==> src/hw/rtl/particle_pool_update_core_macros.svh <==
// Assertion macros shared by the particle pool RTL.
`ifndef PARTICLE_POOL_UPDATE_CORE_MACROS_SVH
`define PARTICLE_POOL_UPDATE_CORE_MACROS_SVH

// Same-cycle implication, checked on every rising edge outside reset.
`define PPU_ASSERT_IMP(lbl, ant, cons, msg) \
    lbl: assert property (@(posedge i_clk) disable iff (!i_rst_n) (ant) |-> (cons)) \
        else $error(msg);

// Next-cycle implication, checked on every rising edge outside reset.
`define PPU_ASSERT_NXT(lbl, ant, cons, msg) \
    lbl: assert property (@(posedge i_clk) disable iff (!i_rst_n) (ant) |=> (cons)) \
        else $error(msg);

`endif

==> src/hw/rtl/ppu_pkg.sv <==
// Types, codes and helpers for the particle pool update core.
package ppu_pkg;

    typedef enum logic [1:0] {
        OP_SPAWN = 2'd0,
        OP_TICK  = 2'd1,
        OP_READ  = 2'd2,
        OP_NONE  = 2'd3
    } t_op;

    typedef enum logic [2:0] {
        CFG_SPAWN_LIFE   = 3'd0,
        CFG_SPAWN_RADIUS = 3'd1,
        CFG_LAUNCH_SPEED = 3'd2,
        CFG_SPEED_DECAY  = 3'd3,
        CFG_FADE_STEP    = 3'd4
    } t_cfg_idx;

    localparam logic [15:0] RST_SPAWN_LIFE   = 16'd32768;
    localparam logic [15:0] RST_SPAWN_RADIUS = 16'd2560;
    localparam logic [11:0] RST_LAUNCH_SPEED = 12'd2560;
    localparam logic [15:0] RST_SPEED_DECAY  = 16'd58982;
    localparam logic [11:0] RST_FADE_STEP    = 12'd205;

    localparam logic signed [21:0] POS_MAX = 22'sd524287;
    localparam logic signed [21:0] POS_MIN = -22'sd524288;

    typedef enum logic [4:0] {
        ST_CLEAR, ST_IDLE, ST_SQ, ST_SUM, ST_ROOT, ST_DIVX, ST_DIVY,
        ST_POSM, ST_POSS, ST_VELM, ST_VDIVX, ST_VDIVY, ST_SCAN, ST_WRITE,
        ST_TICK, ST_READ, ST_RDATA, ST_DONE
    } t_state;

    typedef enum logic {
        MATH_SQRT = 1'b0,
        MATH_DIV  = 1'b1
    } t_math_op;

    typedef struct packed {
        logic     start;
        t_math_op op;
    } t_math_req;

    typedef struct packed {
        logic busy;
        logic done;
    } t_math_sts;

    typedef struct packed {
        logic [15:0]        life;
        logic signed [19:0] pos_x;
        logic signed [19:0] pos_y;
        logic signed [13:0] vel_x;
        logic signed [13:0] vel_y;
        logic [11:0]        red;
        logic [11:0]        green;
        logic [11:0]        blue;
    } t_entry;

    typedef struct packed {
        logic [5:0]         slot;
        logic               alive;
        logic [15:0]        life;
        logic signed [19:0] pos_x;
        logic signed [19:0] pos_y;
        logic [11:0]        red;
        logic [11:0]        green;
        logic [11:0]        blue;
        logic [5:0]         draw;
    } t_result;

    function automatic logic signed [19:0] sat_pos(input logic signed [21:0] v);
        logic signed [19:0] r;
        if (v > POS_MAX) begin
            r = POS_MAX[19:0];
        end else if (v < POS_MIN) begin
            r = POS_MIN[19:0];
        end else begin
            r = v[19:0];
        end
        return r;
    endfunction

endpackage

==> src/hw/rtl/ppu_tick_upd.sv <==
// Per-slot tick update: life countdown, move, speed decay, color fade.
module ppu_tick_upd (
    input  ppu_pkg::t_entry i_ent,
    input  logic [15:0]     i_dt,
    input  logic [15:0]     i_decay,
    input  logic [11:0]     i_fade,
    output ppu_pkg::t_entry o_ent
);

    logic [15:0]        life_n;
    logic signed [21:0] sum_x;
    logic signed [21:0] sum_y;
    logic [13:0]        mag_x;
    logic [13:0]        mag_y;
    logic [29:0]        prod_x;
    logic [29:0]        prod_y;
    logic               fade_ok;

    always_comb begin
        life_n  = (i_ent.life > i_dt) ? (i_ent.life - i_dt) : 16'd0;
        sum_x   = 22'(i_ent.pos_x) + 22'(i_ent.vel_x);
        sum_y   = 22'(i_ent.pos_y) + 22'(i_ent.vel_y);
        mag_x   = i_ent.vel_x[13] ? 14'(-i_ent.vel_x) : 14'(i_ent.vel_x);
        mag_y   = i_ent.vel_y[13] ? 14'(-i_ent.vel_y) : 14'(i_ent.vel_y);
        prod_x  = 30'(mag_x) * 30'(i_decay);
        prod_y  = 30'(mag_y) * 30'(i_decay);
        fade_ok = (i_ent.red > i_fade) && (i_ent.green > i_fade) && (i_ent.blue > i_fade);

        o_ent      = i_ent;
        o_ent.life = life_n;
        if (life_n != 16'd0) begin
            o_ent.pos_x = ppu_pkg::sat_pos(sum_x);
            o_ent.pos_y = ppu_pkg::sat_pos(sum_y);
            // truncate toward zero: scale the magnitude, then restore the sign
            o_ent.vel_x = i_ent.vel_x[13] ? -$signed(prod_x[29:16]) : $signed(prod_x[29:16]);
            o_ent.vel_y = i_ent.vel_y[13] ? -$signed(prod_y[29:16]) : $signed(prod_y[29:16]);
            if (fade_ok) begin
                o_ent.red   = i_ent.red - i_fade;
                o_ent.green = i_ent.green - i_fade;
                o_ent.blue  = i_ent.blue - i_fade;
            end
        end
    end

endmodule
==> config.mk <==
export PLATFORM = sky130hd
export DESIGN_NAME = ppu_tick_upd
export DESIGN_NICKNAME = d
export VERILOG_FILES = /design/src/hw/rtl/particle_pool_update_core_macros.svh /design/src/hw/rtl/ppu_pkg.sv /design/src/hw/rtl/ppu_tick_upd.sv
export SDC_FILE = /design/constraint.sdc
export NUM_CORES = 1
export LEC_CHECK = 0
export ABC_AREA = 1
export BUFFER_PORTS_ARGS = -buffer_cell sky130_fd_sc_hd__buf_2
export CORE_MARGIN = 2
export CORE_UTILIZATION = 65
export DETAILED_ROUTE_END_ITERATION = 10
export PLACE_DENSITY = 0.87
export SYNTH_ARGS = -nofsm -noshare
export SYNTH_HDL_FRONTEND = slang
export SYNTH_SLANG_ARGS = --single-unit
==> constraint.sdc <==
create_clock -name vclk -period 24.9
set_clock_uncertainty 0.2 [all_clocks]
set_input_delay 4.98 -clock vclk [all_inputs]
set_output_delay 4.98 -clock vclk [all_outputs]
set_load 0.005 [all_outputs]
==> metrics.txt <==
status=finished, final reports clean; WS Path Type=input pin to primary output; number of post-CTS setup repair buffers=0; Worst path most repeated cell=nand2_1; Vias/cell=roughly 6; drt pass-1 iters=6; area delta synth->final=7.13%; Post-Place Cells=4042; Cells after Synth=3402; Rows=67; final wirelength=~75 mm; antenna viol nets, final=0; Critical Path AT=13.32 ns; Reg area=0 µm²; Post-Synthesis Net Count=4180; vias in the first global route=24400; crit share post-route=74.3%; DRT iter0 DRCs=2187; YS warnings=0; Die Y=about 190 µm; # clk buffers=0; drc violations=0; # resized after CTS=0; crit path from=i_ent[50]; Design Area, Final=roughly 24000 µm²; Fmax=between 50 and 60 MHz; pin count of the biggest net entering global routing=62; Slowest cell on crit path=xor2_1; RSZ-0062 raised after global routing=false; Via Count=23900; Final #Nets=between 4000 and 5000; Slew @ Worst Pin=0.907 ns; antenna violations before repair=6; post-DR wirelength/cell=~19 µm; TNS Setup=0 ns; crit path capture type=primary output; Worst Path Required=around 20 ns; core box area=33700 µm²; Die Wd=approximately 190 µm; Cell Area, Synth=22400 µm²; Multi-input gate area=19400 µm²; DP Area=23900 µm²; Final Max Tran Viols=0; Slew HR=about two fifths; Finished Layout Cells=~4000; fillcell total=around 2900; worst min-delay path category=input pin to primary output; Placer Congestion=between 1 and 1.5; Hold Path Origin=i_ent[0]; commonest non-fill, non-tap cell in the layout=nand2_1; DP HPWL=62.9 mm; slowest stage delay, CP=0.67 ns; # IOs=between 200 and 300; gr usage total=42.2%; sequential share of the synthesized area=0%; buffers added on ports=284; crit path time final=about 19 ns; max cap viols=0; final core occ=71.1%; Initial Util=66.3%; Avg Cell Area, Syn=6.57 µm²; Final Hold Fails=0; sequential cell count=0; fraction of layout cells with a size suffix above 1=9.02%; commonest cells after routing, fill and taps aside=nand2_1 (879), inv_1 (660), nor2_1 (403), fa_1 (334), buf_2 (284); crit path launch type=input pin; grt ovf=0; crit-path max FO=17; first-pass GRT wire length=121 mm; hold buffers post-CTS=0; post-synth cell types=48; die area=35900 µm²; final setup fails=0
-- stage by stage --
stage / setup WS [ns] / hold slack, ns
after CTS: 6.65 / 10.07
after detailed placement: 6.67 / 10.06
final: 6.40 / 10.07
after floorplan: 8.15 / 9.86
after global routing: 5.98 / 10.08
after global placement: 6.84 / 10.05
-- per-layer routing --
| metal | track usage [%] | routed length, µm | up-vias |
|---|---|---|---|
| li1 | - | - | 10900 |
| met1 | 53.3 | 28600 | 11100 |
| met2 | 68.4 | 33400 | 1526 |
| met3 | 9.05 | 8210 | 393 |
| met4 | 21.3 | 4910 | 2 |
| met5 | 0 | 13 | - |
-- layout make-up --
class | count | area share, %
Tap cell | 448 | 2.34
Inverter | 675 | 10.6
Timing Repair Buffer | 290 | 6.12
Antenna cell | 7 | 0.0731
Multi-Input combinational cell | 2629 | 80.9
-- path summary, 6_finish.rpt --
path | end | slack, ns | cells past startpoint
min | o_ent[0] | 10.07 | 4
max | o_ent[61] | 6.40 | 35
-- worst max-delay path: cells and delay by family --
kind	cells	cell delay, ns
buf+inv	7	1.58
xor+xnor	1	0.67
fa+ha+maj	8	3.51
simple gates	17	2.21
compound gates	2	0.31
-- synth_stat cells (all sizes together), types with 30 or more instances --
master | n | area share [%]
nand3 | 138 | 3.1
ha | 280 | 16
nor2 | 407 | 6.9
inv | 668 | 11
xor2 | 56 | 2.2
o21ai | 138 | 3.1
clkbuf | 68 | 1.1
buf | 30 | 0.87
nor3 | 34 | 0.81
a21oi | 169 | 3.8
fa | 334 | 30
nand2 | 882 | 15
xnor2 | 33 | 1.3
a31oi | 32 | 0.90
-- cells by family (layout without fill, tap and decap cells) --
kind of cell	after synthesis	count (layout)	share of synthesized area, %
buffers and inverters	773	965	13.3
other	0	7	0
multiplexers	1	1	0.0504
AO/OA/AOI/OAI	396	396	9.74
adder cells (fa/ha/maj)	614	614	45.6
XOR/XNOR	89	89	3.49
AND/OR/NAND/NOR	1529	1529	27.8
Power is left out: the tool's default activity adds up to more than one toggle a clock period on the data nets, which glitch-free logic cannot reach.
