File: src/hw/rtl/particle_pool_update_core_macros.svh
// Assertion macros shared by the particle pool RTL.
`ifndef PARTICLE_POOL_UPDATE_CORE_MACROS_SVH
`define PARTICLE_POOL_UPDATE_CORE_MACROS_SVH

// Same-cycle implication, checked on every rising edge outside reset.
`define PPU_ASSERT_IMP(lbl, ant, cons, msg) \
    lbl: assert property (@(posedge i_clk) disable iff (!i_rst_n) (ant) |-> (cons)) \
        else $error(msg);

// Next-cycle implication, checked on every rising edge outside reset.
`define PPU_ASSERT_NXT(lbl, ant, cons, msg) \
    lbl: assert property (@(posedge i_clk) disable iff (!i_rst_n) (ant) |=> (cons)) \
        else $error(msg);

`endif

File: src/hw/rtl/ppu_pkg.sv
// Types, codes and helpers for the particle pool update core.
package ppu_pkg;

    typedef enum logic [1:0] {
        OP_SPAWN = 2'd0,
        OP_TICK  = 2'd1,
        OP_READ  = 2'd2,
        OP_NONE  = 2'd3
    } t_op;

    typedef enum logic [2:0] {
        CFG_SPAWN_LIFE   = 3'd0,
        CFG_SPAWN_RADIUS = 3'd1,
        CFG_LAUNCH_SPEED = 3'd2,
        CFG_SPEED_DECAY  = 3'd3,
        CFG_FADE_STEP    = 3'd4
    } t_cfg_idx;

    localparam logic [15:0] RST_SPAWN_LIFE   = 16'd32768;
    localparam logic [15:0] RST_SPAWN_RADIUS = 16'd2560;
    localparam logic [11:0] RST_LAUNCH_SPEED = 12'd2560;
    localparam logic [15:0] RST_SPEED_DECAY  = 16'd58982;
    localparam logic [11:0] RST_FADE_STEP    = 12'd205;

    localparam logic signed [21:0] POS_MAX = 22'sd524287;
    localparam logic signed [21:0] POS_MIN = -22'sd524288;

    typedef enum logic [4:0] {
        ST_CLEAR, ST_IDLE, ST_SQ, ST_SUM, ST_ROOT, ST_DIVX, ST_DIVY,
        ST_POSM, ST_POSS, ST_VELM, ST_VDIVX, ST_VDIVY, ST_SCAN, ST_WRITE,
        ST_TICK, ST_READ, ST_RDATA, ST_DONE
    } t_state;

    typedef enum logic {
        MATH_SQRT = 1'b0,
        MATH_DIV  = 1'b1
    } t_math_op;

    typedef struct packed {
        logic     start;
        t_math_op op;
    } t_math_req;

    typedef struct packed {
        logic busy;
        logic done;
    } t_math_sts;

    typedef struct packed {
        logic [15:0]        life;
        logic signed [19:0] pos_x;
        logic signed [19:0] pos_y;
        logic signed [13:0] vel_x;
        logic signed [13:0] vel_y;
        logic [11:0]        red;
        logic [11:0]        green;
        logic [11:0]        blue;
    } t_entry;

    typedef struct packed {
        logic [5:0]         slot;
        logic               alive;
        logic [15:0]        life;
        logic signed [19:0] pos_x;
        logic signed [19:0] pos_y;
        logic [11:0]        red;
        logic [11:0]        green;
        logic [11:0]        blue;
        logic [5:0]         draw;
    } t_result;

    function automatic logic signed [19:0] sat_pos(input logic signed [21:0] v);
        logic signed [19:0] r;
        if (v > POS_MAX) begin
            r = POS_MAX[19:0];
        end else if (v < POS_MIN) begin
            r = POS_MIN[19:0];
        end else begin
            r = v[19:0];
        end
        return r;
    endfunction

endpackage

File: src/hw/rtl/ppu_math.sv
// Shared iterative unit: floor square root (2 bits/cycle) and unsigned divide (1 bit/cycle).
module ppu_math (
    input  logic               i_clk,
    input  logic               i_rst_n,
    input  ppu_pkg::t_math_req i_req,
    input  logic [31:0]        i_a,
    input  logic [15:0]        i_b,
    output ppu_pkg::t_math_sts o_sts,
    output logic [31:0]        o_result
);

    logic               r_busy;
    logic               r_done;
    ppu_pkg::t_math_op  r_op;
    logic [4:0]         r_cnt;
    logic [31:0]        r_a;
    logic [15:0]        r_b;
    logic [19:0]        r_rem;
    logic [31:0]        r_q;

    logic [19:0] n_rem;
    logic [31:0] n_q;
    logic [31:0] n_a;
    logic [19:0] shifted;
    logic [19:0] trial;

    always_comb begin
        if (r_op == ppu_pkg::MATH_SQRT) begin
            shifted = {r_rem[17:0], r_a[31:30]};
            trial   = {2'b00, r_q[15:0], 2'b01};
            n_a     = {r_a[29:0], 2'b00};
        end else begin
            shifted = {r_rem[18:0], r_a[31]};
            trial   = {4'b0000, r_b};
            n_a     = {r_a[30:0], 1'b0};
        end
        if (shifted >= trial) begin
            n_rem = shifted - trial;
            n_q   = {r_q[30:0], 1'b1};
        end else begin
            n_rem = shifted;
            n_q   = {r_q[30:0], 1'b0};
        end
    end

    always_ff @(posedge i_clk) begin
        if (!i_rst_n) begin
            r_busy <= 1'b0;
            r_done <= 1'b0;
        end else begin
            r_done <= 1'b0;
            if (i_req.start && !r_busy) begin
                r_busy <= 1'b1;
            end else if (r_busy && r_cnt == 5'd0) begin
                r_busy <= 1'b0;
                r_done <= 1'b1;
            end
        end
    end

    always_ff @(posedge i_clk) begin
        if (i_req.start && !r_busy) begin
            r_op  <= i_req.op;
            r_a   <= i_a;
            r_b   <= i_b;
            r_rem <= '0;
            r_q   <= '0;
            r_cnt <= (i_req.op == ppu_pkg::MATH_SQRT) ? 5'd15 : 5'd31;
        end else if (r_busy) begin
            r_a   <= n_a;
            r_rem <= n_rem;
            r_q   <= n_q;
            r_cnt <= r_cnt - 5'd1;
        end
    end

    assign o_sts.busy = r_busy;
    assign o_sts.done = r_done;
    assign o_result   = r_q;

endmodule

File: config.mk
export PLATFORM = sky130hd
export DESIGN_NAME = ppu_math
export DESIGN_NICKNAME = d
export VERILOG_FILES = /design/src/hw/rtl/particle_pool_update_core_macros.svh /design/src/hw/rtl/ppu_pkg.sv /design/src/hw/rtl/ppu_math.sv
export SDC_FILE = /design/constraint.sdc
export NUM_CORES = 1
export LEC_CHECK = 0
export BUFFER_PORTS_ARGS = -buffer_cell sky130_fd_sc_hd__buf_4
export CORE_MARGIN = 4
export CORE_UTILIZATION = 45
export DETAILED_ROUTE_END_ITERATION = 10
export PLACE_DENSITY_LB_ADDON = 0.15
export SYNTH_ARGS = -nofsm -noshare
export SYNTH_HDL_FRONTEND = slang
export SYNTH_SLANG_ARGS = --single-unit
File: constraint.sdc
create_clock -name i_clk -period 4.7 [get_ports i_clk]
set_input_delay 0.47 -clock i_clk [delete_from_list [all_inputs] [get_ports i_clk]]
set_output_delay 0.47 -clock i_clk [all_outputs]
set_load 0.05 [all_outputs]
==> flow_metrics.py <==
metrics = {
    "timing": {
        "finalSetupTns_ns": 0,
        "tightest_slew_ns": 0.8052,
        "timing.fmax_mhz": 277.0,
        "final-setup-viol-count": 0,
        "hold_viol": 0,
        "finalMaxSlewViolations": 0,
        "period_share_pct": 76.82,
        "rsz0062_at_grt": "no",
        "max-slew-margin-rel_pct": 46.20,
        "finalCriticalPeriod_ns": 3.611,
        "clock_skew_ns": 0.006276,
    },
    "place": {
        "place_congestion": 0.9286,
        "dpl.hpwl_mm": 8.939,
        "io_buffers": 85,
    },
    "power": {
        "comb_power_share_pct": 38.6,
        "p_leak_nw": 2.677,
        "pwr-share-seq_pct": 37.8,
        "switching_share_pct": 35.98,
        "pwr-share-clk_pct": 23.6,
        "p_int_mw": 2.030,
        "p_sw_mw": 1.141,
        "ir_drop_uv": 242.5,
        "total_power_mw": 3.172,
        "power_density_mw_per_mm2": 477.8,
    },
    "yosys": {
        "ys_ff_latch": 107,
        "ys_seq_area_share_pct": 46.13,
        "syn_area_per_cell_um2": 9.791,
        "syn_nets": 667,
        "netlist_top_cells_area": "edfxtp_1, dfxtp_1, mux2i_1",
        "synth_edf_count": 54,
        "ys_async_sr_fraction_pct": 0,
        "post-synth-top-area-cell": "edfxtp_1",
        "syn_inst": 594,
        "yosysWarnings": 0,
        "ys_types": 53,
        "netlist_area_mm2": 0.005816,
        "synthFlopType": "edfxtp_1",
        "synth_top_area_share_pct": 27.88,
    },
    "detailed_routing": {
        "ant_nets": 0,
        "wire_per_inst_um": 15.51,
        "drtIter0Drc": 322,
        "via_per_inst": 5.318,
        "dr.pass1.iters": 5,
        "vias": 4313,
        "drc_errors": 0,
        "drt-total-wl_mm": 12.58,
    },
    "floorplanning": {
        "rows": 41,
        "start_util_pct": 46.08,
        "die_height_um": 121.7,
        "fp.coreArea_mm2": 0.01262,
        "die_w_um": 121.7,
        "die_area_mm2": 0.01481,
        "pin_count": 86,
    },
    "clock_tree": {
        "post_cts_buffers": 0,
        "cts-resized-gates": 0,
        "cts_hold_buffers": 0,
        "clk_path_buf_depth": 2,
        "numCtsBuffers": 9,
        "cts-root-buf": "clkbuf_16",
        "clk_latency_ns": 0.35,
        "clk_pin_slew_worst_paths_ns": 0.07,
        "cts_tree": "done",
        "cts_sinks": 107,
        "htreeDepth": 3,
    },
    "layout": {
        "antenna_cells": 0,
        "area_growth_pct": 14.14,
        "nets": 707,
        "nFillCells": 1210,
        "drive_gt1_share_pct": 21.75,
    },
    "global_route": {
        "grt_usage_pct": 17.43,
        "antenna_found_initial": 0,
        "grt_start_max_net_pins": 49,
        "gr-total-overflow": 0,
        "grt_pass1_vias": 4163,
        "grt_pass1_wl_mm": 20.56,
    },
    "setup_path": {
        "crit_arrival_ns": 3.83,
        "critPathMaxFanout": 27,
        "required_ns": 4.92,
        "worst_setup_path_end_kind": "register",
        "crit_type": "register to register",
        "cp-start-kind": "register",
    },
    "min_path": {
        "hold_path_class": "input pin to register",
    },
    "job": {
        "maxCapViolCount": 0,
    },
    "outcome": {
        "run_status": "finished clean",
    },
}
layer usage:
metal	global-route usage, %	up-vias	share of wire (%)
li1	-	2162	-
met1	23.74	2034	47
met2	27.32	103	47
met3	3.435	14	4.9
met4	7.073	0	1.7
met5	0	-	0
state kept, by name, indices dropped and copies added, names as in the netlist:
name and cells:
r_busy 1, r_rem 19, r_a 32, o_result 32, r_done 1, r_cnt 5, r_b 16, r_op 1
stage by stage:
step / utilization [%] / instances / area [um^2] / worst slack [ns] / hold slack (ns)
floorplan: - / 594 / 5816 / 1.216 / 0.4355
finish: 52.60 / 811 / 6638 / 1.089 / 0.2955
global placement: 50.27 / 795 / 6344 / 1.188 / 0.4526
CTS: 52.60 / 811 / 6638 / 1.075 / 0.2793
detailed placement: 50.27 / 795 / 6344 / 1.095 / 0.4612
global route: 52.60 / 811 / 6638 / 0.7379 / 0.2803
critical path, cell delays in order (launching register included):
cell and delay, ns:
edfxtp_1 0.37, buf_4 0.30, mux2i_1 0.29, ha_1 0.20
inv_1 0.05, fa_1 0.40, a21oi_1 0.24, o22ai_2 0.13
o31ai_4 0.31, o211ai_2 0.14, a21oi_4 0.68, mux2i_1 0.27
o21ai_0 0.09
Yosys cell counts (2+ instances only):
master    number
a21o_1         2
and2_1         3
o21bai_1       2
nor2_1        10
a21oi_1       12
nand3_1        8
nand2b_1       5
buf_2          2
edfxtp_1      54
nand4_1        4
nor3_1         2
a211oi_1       3
dfxtp_1       53
clkbuf_1      22
o21a_1         3
xor2_1         8
buf_1          4
o21ai_0       82
buf_6          2
ha_1          20
xnor2_1       11
and3_1         2
inv_1          8
a21oi_2        2
mux2_2        17
nor3b_1        2
buf_4         35
o31ai_1        5
a32oi_1        8
nand2_1      126
nor2b_1        2
o311ai_0       3
mux2i_1       52
cell type report:
type	count	area [um^2]	share of cell area (%)
Multi-Input combinational cell	413	2706	40.77
Tap cell	172	215.2	3.242
Inverter	9	33.78	0.5090
Sequential cell	107	2683	40.41
Clock inverter	6	43.79	0.6598
Clock buffer	10	250.2	3.770
Timing Repair Buffer	94	705.7	10.63
cell usage in the layout (no fill, tap or decap), drive strengths merged, types with 2 or more instances in the layout:
| cell | count |
|---|---|
| nand4 | 4 |
| and3 | 2 |
| xor2 | 8 |
| o31ai | 6 |
| inv | 12 |
| clkbuf | 10 |
| clkinv | 3 |
| mux2i | 52 |
| xnor2 | 11 |
| a21o | 2 |
| o21bai | 2 |
| a21oi | 15 |
| ha | 20 |
| nor3b | 2 |
| nor3 | 2 |
| a32oi | 8 |
| a211oi | 4 |
| o311ai | 3 |
| nand2 | 126 |
| dfxtp | 53 |
| buf | 94 |
| nor2 | 10 |
| and2 | 4 |
| mux2 | 17 |
| nand3 | 8 |
| o22ai | 2 |
| o21ai | 84 |
| nand2b | 5 |
| o211ai | 2 |
| nor2b | 2 |
| o21a | 3 |
| edfxtp | 54 |
power groups by stage:
stage | clock, mW | combinational (mW) | sequential [mW]
final | 0.749 | 1.22 | 1.20
after global routing | 0.804 | 1.36 | 1.21
after CTS | 0.772 | 1.22 | 1.20
after detailed placement | 0 | 1.22 | 1.22
after global placement | 0 | 1.20 | 1.22
after floorplan | 0 | 1.01 | 1.19
final timing paths:
path / from / to / slack [ns] / cells past startpoint
hold reg to reg: r_rem[9]$_SDFFE_PP0P_ / r_rem[9]$_SDFFE_PP0P_ / 0.47 / 2
setup reg to reg: r_op$_DFFE_PP_ / r_rem[8]$_SDFFE_PP0P_ / 1.09 / 12
setup / recovery: r_op$_DFFE_PP_ / r_rem[8]$_SDFFE_PP0P_ / 1.09 / 12
hold / removal: i_b[2] / r_b[2]$_DFFE_PP_ / 0.30 / 1
logic make-up (layout without fill, tap and decap cells):
group / Yosys count / count (layout) / share of synthesized area [%]
AND/OR/NAND/NOR: 167 / 167 / 11.96
adder cells (fa/ha/maj): 21 / 21 / 4.647
buffers and inverters: 74 / 119 / 7.336
multiplexers: 69 / 69 / 12.24
flip-flops: 107 / 107 / 46.13
XOR/XNOR: 19 / 19 / 2.861
AO/OA/AOI/OAI: 137 / 137 / 14.82
Power figures use the tool's default switching activity.
